==> src/rtl/srp_pkg.sv <==
`default_nettype none

package srp_pkg;

  localparam logic [7:0] CHAR_LF = 8'h0A;
  localparam logic [7:0] CHAR_CR = 8'h0D;
  localparam logic [7:0] CHAR_S  = 8'h53;
  localparam logic [7:0] CHAR_0  = 8'h30;
  localparam logic [7:0] CHAR_9  = 8'h39;
  localparam logic [7:0] CHAR_UA = 8'h41;
  localparam logic [7:0] CHAR_UF = 8'h46;
  localparam logic [7:0] CHAR_LA = 8'h61;
  localparam logic [7:0] CHAR_LF_HEX = 8'h66;

  localparam logic [3:0] KIND_S0      = 4'd0;
  localparam logic [3:0] KIND_S1      = 4'd1;
  localparam logic [3:0] KIND_S2      = 4'd2;
  localparam logic [3:0] KIND_S3      = 4'd3;
  localparam logic [3:0] KIND_S6      = 4'd6;
  localparam logic [3:0] KIND_S7      = 4'd7;
  localparam logic [3:0] KIND_S8      = 4'd8;
  localparam logic [3:0] KIND_UNKNOWN = 4'd10;

  localparam logic ITEM_WRITE = 1'b0;
  localparam logic ITEM_END   = 1'b1;

  localparam logic [1:0] STATUS_OK      = 2'd0;
  localparam logic [1:0] STATUS_BAD_HEX = 2'd1;
  localparam logic [1:0] STATUS_SHORT   = 2'd2;

  typedef struct packed {
    logic        item_kind;
    logic [3:0]  record_kind;
    logic [31:0] address;
    logic [7:0]  data_byte;
    logic [7:0]  checksum_byte;
    logic [1:0]  status;
  } item_t;

  typedef struct packed {
    logic  valid;
    item_t item;
  } result_t;

  typedef struct packed {
    logic       ok;
    logic [3:0] nib;
  } hex_t;

  function automatic hex_t hex_value(input logic [7:0] c);
    hex_t       r;
    logic [7:0] d;
    r.ok  = 1'b1;
    r.nib = 4'd0;
    d     = 8'd0;
    if (c >= CHAR_0 && c <= CHAR_9) begin
      d = c - CHAR_0;
    end else if (c >= CHAR_UA && c <= CHAR_UF) begin
      d = c - CHAR_UA + 8'd10;
    end else if (c >= CHAR_LA && c <= CHAR_LF_HEX) begin
      d = c - CHAR_LA + 8'd10;
    end else begin
      r.ok = 1'b0;
    end
    r.nib = d[3:0];
    return r;
  endfunction

  function automatic logic [2:0] address_bytes(input logic [3:0] kind);
    logic [2:0] n;
    n = 3'd2;
    if (kind == KIND_S2 || kind == KIND_S6 || kind == KIND_S8) begin
      n = 3'd3;
    end else if (kind == KIND_S3 || kind == KIND_S7) begin
      n = 3'd4;
    end
    return n;
  endfunction

endpackage

`default_nettype wire

==> src/rtl/srp_char_if.sv <==
`default_nettype none

interface srp_char_if;
  logic       valid;
  logic       ready;
  logic [7:0] char_code;

  modport source (output valid, output char_code, input ready);
  modport sink (input valid, input char_code, output ready);
endinterface

`default_nettype wire

==> src/rtl/srp_item_if.sv <==
`default_nettype none

interface srp_item_if;
  logic        valid;
  logic        ready;
  logic        item_kind;
  logic [3:0]  record_kind;
  logic [31:0] address;
  logic [7:0]  data_byte;
  logic [7:0]  checksum_byte;
  logic [1:0]  status;

  modport source (output valid, output item_kind, output record_kind, output address,
                  output data_byte, output checksum_byte, output status, input ready);
  modport sink (input valid, input item_kind, input record_kind, input address,
                input data_byte, input checksum_byte, input status, output ready);
endinterface

`default_nettype wire

==> src/rtl/srp_parse_core.sv <==
`default_nettype none

module srp_parse_core (
  input  wire logic             clk,
  input  wire logic             rst,
  input  wire logic             fire,
  input  wire logic [7:0]       char_code,
  output srp_pkg::result_t      result
);

  typedef enum logic [2:0] {
    PH_START,
    PH_TYPE,
    PH_COUNT,
    PH_ADDR,
    PH_DATA,
    PH_CSUM,
    PH_DONE
  } phase_t;

  phase_t        phase, phase_next;
  logic [3:0]    type_code, type_code_next;
  logic [7:0]    bytes_left, bytes_left_next;
  logic [31:0]   address_accum, address_accum_next;
  logic [31:0]   start_address, start_address_next;
  logic [3:0]    high_nibble, high_nibble_next;
  logic          nibble_phase, nibble_phase_next;
  logic          bad_hex, bad_hex_next;
  logic [2:0]    addr_left, addr_left_next;
  logic [7:0]    checksum_hold, checksum_hold_next;

  srp_pkg::hex_t hx;
  logic [7:0]    byte_val;
  logic [7:0]    bl_dec;
  logic [2:0]    al_dec;
  logic [31:0]   accum_shift;

  assign hx          = srp_pkg::hex_value(char_code);
  assign byte_val    = {high_nibble, hx.nib};
  assign bl_dec      = (bytes_left != 8'd0) ? bytes_left - 8'd1 : 8'd0;
  assign al_dec      = (addr_left != 3'd0) ? addr_left - 3'd1 : 3'd0;
  assign accum_shift = {address_accum[23:0], byte_val};

  always_comb begin
    phase_next         = phase;
    type_code_next     = type_code;
    bytes_left_next    = bytes_left;
    address_accum_next = address_accum;
    start_address_next = start_address;
    high_nibble_next   = high_nibble;
    nibble_phase_next  = nibble_phase;
    bad_hex_next       = bad_hex;
    addr_left_next     = addr_left;
    checksum_hold_next = checksum_hold;
    result             = '0;

    if (!fire || char_code == srp_pkg::CHAR_CR) begin
      result.valid = 1'b0;
    end else if (char_code == srp_pkg::CHAR_LF) begin
      if (phase != PH_START) begin
        result.valid            = 1'b1;
        result.item.item_kind   = srp_pkg::ITEM_END;
        result.item.record_kind = (phase == PH_TYPE) ? srp_pkg::KIND_UNKNOWN : type_code;
        result.item.address     = start_address;
        result.item.checksum_byte = (phase == PH_DONE) ? checksum_hold : 8'd0;
        priority if (bad_hex) begin
          result.item.status = srp_pkg::STATUS_BAD_HEX;
        end else if (phase != PH_DONE) begin
          result.item.status = srp_pkg::STATUS_SHORT;
        end else begin
          result.item.status = srp_pkg::STATUS_OK;
        end
      end
      phase_next         = PH_START;
      type_code_next     = 4'd0;
      bytes_left_next    = 8'd0;
      address_accum_next = 32'd0;
      start_address_next = 32'd0;
      high_nibble_next   = 4'd0;
      nibble_phase_next  = 1'b0;
      bad_hex_next       = 1'b0;
      addr_left_next     = 3'd0;
      checksum_hold_next = 8'd0;
    end else begin
      unique case (phase)
        PH_START: begin
          type_code_next = (char_code == srp_pkg::CHAR_S) ? srp_pkg::KIND_S0
                                                           : srp_pkg::KIND_UNKNOWN;
          phase_next     = PH_TYPE;
        end
        PH_TYPE: begin
          if (type_code != srp_pkg::KIND_UNKNOWN &&
              char_code >= srp_pkg::CHAR_0 && char_code <= srp_pkg::CHAR_9) begin
            type_code_next = hx.nib;
          end else begin
            type_code_next = srp_pkg::KIND_UNKNOWN;
          end
          phase_next        = PH_COUNT;
          nibble_phase_next = 1'b0;
        end
        PH_COUNT, PH_ADDR, PH_DATA, PH_CSUM: begin
          if (!hx.ok) begin
            bad_hex_next = 1'b1;
          end
          if (!nibble_phase) begin
            high_nibble_next  = hx.nib;
            nibble_phase_next = 1'b1;
          end else begin
            nibble_phase_next = 1'b0;
            unique case (phase)
              PH_COUNT: begin
                bytes_left_next    = byte_val;
                addr_left_next     = srp_pkg::address_bytes(type_code);
                address_accum_next = 32'd0;
                phase_next         = PH_ADDR;
              end
              PH_ADDR: begin
                address_accum_next = accum_shift;
                bytes_left_next    = bl_dec;
                addr_left_next     = al_dec;
                if (al_dec == 3'd0) begin
                  start_address_next = accum_shift;
                  phase_next         = (bl_dec > 8'd1) ? PH_DATA : PH_CSUM;
                end
              end
              PH_DATA: begin
                if (type_code >= srp_pkg::KIND_S1 && type_code <= srp_pkg::KIND_S3) begin
                  result.valid            = 1'b1;
                  result.item.item_kind   = srp_pkg::ITEM_WRITE;
                  result.item.record_kind = type_code;
                  result.item.address     = address_accum;
                  result.item.data_byte   = byte_val;
                  result.item.status      = srp_pkg::STATUS_OK;
                end
                address_accum_next = address_accum + 32'd1;
                bytes_left_next    = bl_dec;
                if (bl_dec <= 8'd1) begin
                  phase_next = PH_CSUM;
                end
              end
              default: begin
                checksum_hold_next = byte_val;
                phase_next         = PH_DONE;
              end
            endcase
          end
        end
        default: begin
          phase_next = phase;
        end
      endcase
    end
  end

  always_ff @(posedge clk) begin
    if (rst) begin
      phase         <= PH_START;
      type_code     <= 4'd0;
      bytes_left    <= 8'd0;
      address_accum <= 32'd0;
      start_address <= 32'd0;
      high_nibble   <= 4'd0;
      nibble_phase  <= 1'b0;
      bad_hex       <= 1'b0;
      addr_left     <= 3'd0;
      checksum_hold <= 8'd0;
    end else begin
      phase         <= phase_next;
      type_code     <= type_code_next;
      bytes_left    <= bytes_left_next;
      address_accum <= address_accum_next;
      start_address <= start_address_next;
      high_nibble   <= high_nibble_next;
      nibble_phase  <= nibble_phase_next;
      bad_hex       <= bad_hex_next;
      addr_left     <= addr_left_next;
      checksum_hold <= checksum_hold_next;
    end
  end

endmodule

`default_nettype wire

==> src/rtl/srp_out_buffer.sv <==
`default_nettype none

module srp_out_buffer (
  input  wire logic            clk,
  input  wire logic            rst,
  input  wire logic            push,
  input  wire srp_pkg::item_t  push_item,
  output logic                 full,
  output logic                 out_valid,
  input  wire logic            out_ready,
  output srp_pkg::item_t       out_item
);

  srp_pkg::item_t slot [2];
  logic [1:0]     count;
  logic           pop;

  assign pop       = out_valid && out_ready;
  assign out_valid = (count != 2'd0);
  assign full      = (count == 2'd2);
  assign out_item  = slot[0];

  always_ff @(posedge clk) begin
    if (rst) begin
      count <= 2'd0;
    end else begin
      count <= count + {1'b0, push} - {1'b0, pop};
    end
  end

  always_ff @(posedge clk) begin
    if (pop) begin
      if (count == 2'd2) begin
        slot[0] <= slot[1];
      end else if (push) begin
        slot[0] <= push_item;
      end
    end else if (push) begin
      if (count == 2'd0) begin
        slot[0] <= push_item;
      end else begin
        slot[1] <= push_item;
      end
    end
  end

endmodule

`default_nettype wire

==> src/rtl/srecord_line_parser.sv <==
`default_nettype none

// channel | dir | payload                                              | handshake
// chars   | in  | char_code                                            | valid/ready
// items   | out | item_kind record_kind address data_byte               | valid/ready
//         |     | checksum_byte status                                 |
//
// One character is taken every cycle while the output buffer is not full; a result
// passes from the input register through the parse logic into the output buffer.
// The parser state updates only when the held character advances (buffer not full).
// rst clears the input register, the parser state and the two-entry output buffer.
// While the output buffer is full the input register holds its character and
// chars.ready drops.

module srecord_line_parser (
  input  wire logic   clk,
  input  wire logic   rst,
  srp_char_if.sink    chars,
  srp_item_if.source  items
);

  logic             char_valid;
  logic [7:0]       char_hold;
  logic             advance;
  logic             full;
  srp_pkg::result_t result;
  srp_pkg::item_t   head;

  assign advance     = char_valid && !full;
  assign chars.ready = !char_valid || advance;

  always_ff @(posedge clk) begin
    if (rst) begin
      char_valid <= 1'b0;
    end else if (chars.valid && chars.ready) begin
      char_valid <= 1'b1;
    end else if (advance) begin
      char_valid <= 1'b0;
    end
  end

  always_ff @(posedge clk) begin
    if (chars.valid && chars.ready) begin
      char_hold <= chars.char_code;
    end
  end

  srp_parse_core u_core (
    .clk       (clk),
    .rst       (rst),
    .fire      (advance),
    .char_code (char_hold),
    .result    (result)
  );

  srp_out_buffer u_buf (
    .clk       (clk),
    .rst       (rst),
    .push      (result.valid),
    .push_item (result.item),
    .full      (full),
    .out_valid (items.valid),
    .out_ready (items.ready),
    .out_item  (head)
  );

  assign items.item_kind     = head.item_kind;
  assign items.record_kind   = head.record_kind;
  assign items.address       = head.address;
  assign items.data_byte     = head.data_byte;
  assign items.checksum_byte = head.checksum_byte;
  assign items.status        = head.status;

endmodule

`default_nettype wire

==> src/flat_wrapper.sv <==
// flat-port wrapper written by rule: the top's interface ports become plain ports
module srecord_line_parser_flat 
  (clk, rst, chars_valid, chars_char_code, chars_ready, items_valid, items_item_kind, items_record_kind, items_address, items_data_byte, items_checksum_byte, items_status, items_ready);
  srp_char_if chars_i ();
  srp_item_if items_i ();
  input  wire logic clk;
  input  wire logic rst;
  input wire logic [$bits(chars_i.valid)-1:0] chars_valid;
  input wire logic [$bits(chars_i.char_code)-1:0] chars_char_code;
  output wire logic [$bits(chars_i.ready)-1:0] chars_ready;
  output wire logic [$bits(items_i.valid)-1:0] items_valid;
  output wire logic [$bits(items_i.item_kind)-1:0] items_item_kind;
  output wire logic [$bits(items_i.record_kind)-1:0] items_record_kind;
  output wire logic [$bits(items_i.address)-1:0] items_address;
  output wire logic [$bits(items_i.data_byte)-1:0] items_data_byte;
  output wire logic [$bits(items_i.checksum_byte)-1:0] items_checksum_byte;
  output wire logic [$bits(items_i.status)-1:0] items_status;
  input wire logic [$bits(items_i.ready)-1:0] items_ready;
  assign chars_i.valid = chars_valid;
  assign chars_i.char_code = chars_char_code;
  assign chars_ready = chars_i.ready;
  assign items_valid = items_i.valid;
  assign items_item_kind = items_i.item_kind;
  assign items_record_kind = items_i.record_kind;
  assign items_address = items_i.address;
  assign items_data_byte = items_i.data_byte;
  assign items_checksum_byte = items_i.checksum_byte;
  assign items_status = items_i.status;
  assign items_i.ready = items_ready;
  srecord_line_parser u_core (.clk(clk), .rst(rst), .chars(chars_i), .items(items_i));
endmodule
==> config.mk <==
export PLATFORM = sky130hd
export DESIGN_NAME = srecord_line_parser_flat
export DESIGN_NICKNAME = d
export VERILOG_FILES = /design/src/rtl/srp_pkg.sv /design/src/rtl/srp_char_if.sv /design/src/rtl/srp_item_if.sv /design/src/rtl/srp_parse_core.sv /design/src/rtl/srp_out_buffer.sv /design/src/rtl/srecord_line_parser.sv /design/src/flat_wrapper.sv
export SDC_FILE = /design/constraint.sdc
export NUM_CORES = 1
export LEC_CHECK = 0
export BUFFER_PORTS_ARGS = -buffer_cell sky130_fd_sc_hd__buf_4
export CORE_MARGIN = 3
export CORE_UTILIZATION = 30
export CTS_CLUSTER_SIZE = 24
export DETAILED_ROUTE_END_ITERATION = 6
export GPL_TIMING_DRIVEN = 0
export PLACE_DENSITY = 0.49
export SLEW_MARGIN = 25
export SYNTH_ARGS = -nofsm -noshare
export SYNTH_HDL_FRONTEND = slang
export SYNTH_SLANG_ARGS = --single-unit
==> constraint.sdc <==
create_clock -name clk -period 5.6 [get_ports clk]
set_clock_uncertainty 0.1 [all_clocks]
set_input_delay 0.56 -clock clk [delete_from_list [all_inputs] [get_ports clk]]
set_output_delay 0.56 -clock clk [all_outputs]
set_load 0.03 [all_outputs]
==> results.tsv <==
metric	value	unit
initial_core_util	30.54	%
core	34630	µm²
arrival	3970	ps
worst-slew-pin-transition	1075	ps
dieArea	37540	µm²
ios	69	
worstSkewPairLatency	530	ps
cts_tree	yes	
slew_violations	0	
grt_max_degree	55	
post_cts_resized	0	
synth_top_family_by_area	simple AND/OR/NAND/NOR gates	
switching_share	23.40	%
final-hold-violation-count	0	
clk_pin_slew_worst_paths	60	ps
synthFlopType	edfxtp_1	
worstSetupStartpointType	flop	
setup-tns-final	0	ps
vdd_drop_max	0.2071	mV
die_y	193.8	µm
p_leak	4.376	nW
worstPathMaxFanout	54	
fillers	3390	
synthXorXnorAreaFrac	1.905	%
synth_edf_count	118	
ys_seq_area_share	52.25	%
syn-num-nets	1017	
seq_area	5525	µm²
final_layout_size_suffix_gt1_share	21.58	%
period_needed	3867	ps
clock.fmax	0.2586	GHz
critPathKind	flop to flop	
pwr-share-clk	44.4	%
routabilityCongestion	0.8727	
relSlewSlack	26.25	%
cts_sinks	217	
vias	7949	
cts_root_buf	clkbuf_16	
power.total	3.473	mW
syn_inst	994	
antenna_found_initial	0	
synth_mux_area_share	5.857	%
cap_violations	0	
setup_slack	1733	ps
synth_cell_types	73	
post_drt_wl_per_cell	18.28	µm
synth-seq-cells	217	
dp_slack	1740	ps
vias_per_cell	5.073	
antenna_cells	0	
netSwitchingPower	812.7	µW
grt_setup_unrepaired	false	
status	finished clean	
cts_max_level	1	
endpoint_kind	flop	
critPathRequiredTime	5700	ps
dp_hpwl	20.14	mm
grt_pass1_wl	45.31	mm
numCtsBuffers	25	
intPower	2.661	mW
worstHoldPathType	input pin to flop	
syn_area_per_cell	10.64	µm²
rows	68	
antenna_left	0	
synth-compound-area-share	15.24	%
synthAdderAreaFrac	1.301	%
cts_buffer_depth	3	
io_buffers	67	
ys_warn_count	0	
final_nets	1117	
firstDrtPassIters	5	
wirelength	28.65	mm
area_growth	18.56	%
cts_hold_buf	0	
drtIter0Drc	519	
p_seq_share	49.4	%
drc	0	
synth-simple-area-share	16.02	%
grt_usage	14.75	%
grt_pass1_vias	7760	
cts_setup_buffers	0	
setup_viol	0	
p_per_area	277.0	nW/µm²
overflow	0	
p_comb_share	6.2	%
multiInputGateArea	4298	µm²
syn_area	10580	µm²
die_x	193.8	µm
async_flop_share	0	%
fin_crit_sh	69.05	%
-- placed cells by master, fill, tap and decap left out, drive strengths merged, types with 5 or more instances in the layout --
cell     synthesis  routed
nand2b          29      29
mux2            47      47
nand4            9       9
a22o            43      43
a31oi            5       5
buf             73     145
mux2i            9       9
dfxtp           99      99
or3              6       6
a211oi          13      13
o211ai           8       8
o221ai           5       5
o22ai            9       9
nor3            22      22
ha              11      11
nand3           64      64
a22oi            8       8
o2bb2ai          7       7
xnor2           12      12
xor2            11      11
a21oi           48      48
and2            19      19
inv             19      20
clkinv           0      11
edfxtp         118     118
nand2           55      55
a211o            5       5
nor2b           10      10
o21ai           34      34
nor2            62      62
nor4             9       9
and3            16      16
clkbuf          50      82
-- critical path, cell delays in order (launching register included) --
cell      delay, ps
edfxtp_1        500
inv_1           160
ha_1            270
nor2b_1         180
nand3_1         260
or3_1           510
inv_1           150
buf_2           250
buf_4           250
nor2_1          140
o21ai_0         270
a22o_4          180
buf_16          240
-- metal layers --
metal / vias up / routed length (µm) / track usage [%]
li1: 3842 / - / -
met1: 3863 / 13810 / 21.21
met2: 202 / 12830 / 23.51
met3: 42 / 1308 / 1.738
met4: 0 / 704 / 4.152
met5: - / 0 / 0
-- registers in the layout, indices dropped and copies added, names as in the netlist, 4 cells and up --
signal,flops
u_core.u_core.start_address,32
u_core.char_hold,8
u_core.u_core.checksum_hold,8
u_core.u_core.type_code,4
u_core.u_core.high_nibble,4
u_core.u_buf.slot,110
u_core.u_core.bytes_left,8
u_core.u_core.address_accum,32
-- kinds of logic after synthesis --
logic type,count (synthesis)
XOR/XNOR,23
multiplexers,56
AO/OA/AOI/OAI,223
AND/OR/NAND/NOR,322
adder cells (fa/ha/maj),11
flip-flops,217
buffers and inverters,142
-- worst paths after layout --
kind / startpoint / end / slack, ps / depth (start not counted)
hold reg to reg: u_core.u_core.start_address[30]$_SDFFE_PP0P_ / u_core.u_core.start_address[30]$_SDFFE_PP0P_ / 370 / 2
setup reg to reg: u_core.char_hold[0]$_DFFE_PP_ / u_core.u_buf.slot[0][45]$_DFFE_PP_ / 1730 / 12
setup / recovery: u_core.char_hold[0]$_DFFE_PP_ / u_core.u_buf.slot[0][45]$_DFFE_PP_ / 1730 / 12
hold / removal: chars_char_code[5] / u_core.char_hold[5]$_DFFE_PP_ / 100 / 1
-- through the flow --
stage | hold WS (ps) | instances | cell area, µm² | utilization (%)
floorplan | 340.7 | 994 | 10580 | -
global placement | 355.1 | 1516 | 11650 | 33.64
detailed placement | 358.2 | 1521 | 11760 | 33.95
CTS | 83.72 | 1566 | 12520 | 36.17
global route | 79.01 | 1567 | 12540 | 36.21
finish | 102.2 | 1567 | 12540 | 36.21
-- power groups by stage --
stage                     registers [mW]  logic (mW)  clock network [mW]
final                               1.72       0.215                1.54
after global routing                1.72       0.233                1.64
after CTS                           1.72       0.217                1.58
after detailed placement            1.75       0.216                   0
after global placement              1.75       0.209                   0
after floorplan                     1.75       0.140                   0
-- cell usage after synthesis (8+ instances only) --
| library cell | n | area (µm²) |
|---|---|---|
| and3_1 | 16 | 100.1 |
| a21oi_1 | 48 | 240.2 |
| edfxtp_1 | 118 | 3543 |
| and2_1 | 19 | 118.9 |
| clkbuf_1 | 50 | 187.7 |
| dfxtp_1 | 99 | 1982 |
| nor3_1 | 21 | 105.1 |
| nor2b_1 | 10 | 62.56 |
| a211oi_1 | 13 | 97.59 |
| o21ai_0 | 33 | 165.2 |
| o22ai_1 | 9 | 56.30 |
| o211ai_1 | 8 | 60.06 |
| nand2_1 | 55 | 206.5 |
| buf_4 | 55 | 412.9 |
| mux2_2 | 44 | 495.5 |
| a22o_1 | 43 | 376.6 |
| xor2_1 | 11 | 96.34 |
| nand2b_1 | 29 | 181.4 |
| mux2i_1 | 9 | 90.09 |
| xnor2_1 | 12 | 105.1 |
| nand4_1 | 9 | 56.30 |
| ha_1 | 11 | 137.6 |
| inv_1 | 19 | 71.32 |
| a22oi_1 | 8 | 60.06 |
| nor2_1 | 62 | 232.7 |
| nor4_1 | 9 | 56.30 |
| nand3_1 | 64 | 320.3 |
-- layout make-up --
class                           instances  share of cell area, %
Sequential cell                       217                  44.07
Multi-Input combinational cell        635                  34.28
Buffer                                123                  5.698
Clock buffer                           31                  5.249
Timing Repair Buffer                   73                  4.710
Tap cell                              455                  4.540
Clock inverter                         14                 0.8881
Inverter                               19                 0.5688
No activity file was read; power rests on OpenSTA's default activity.
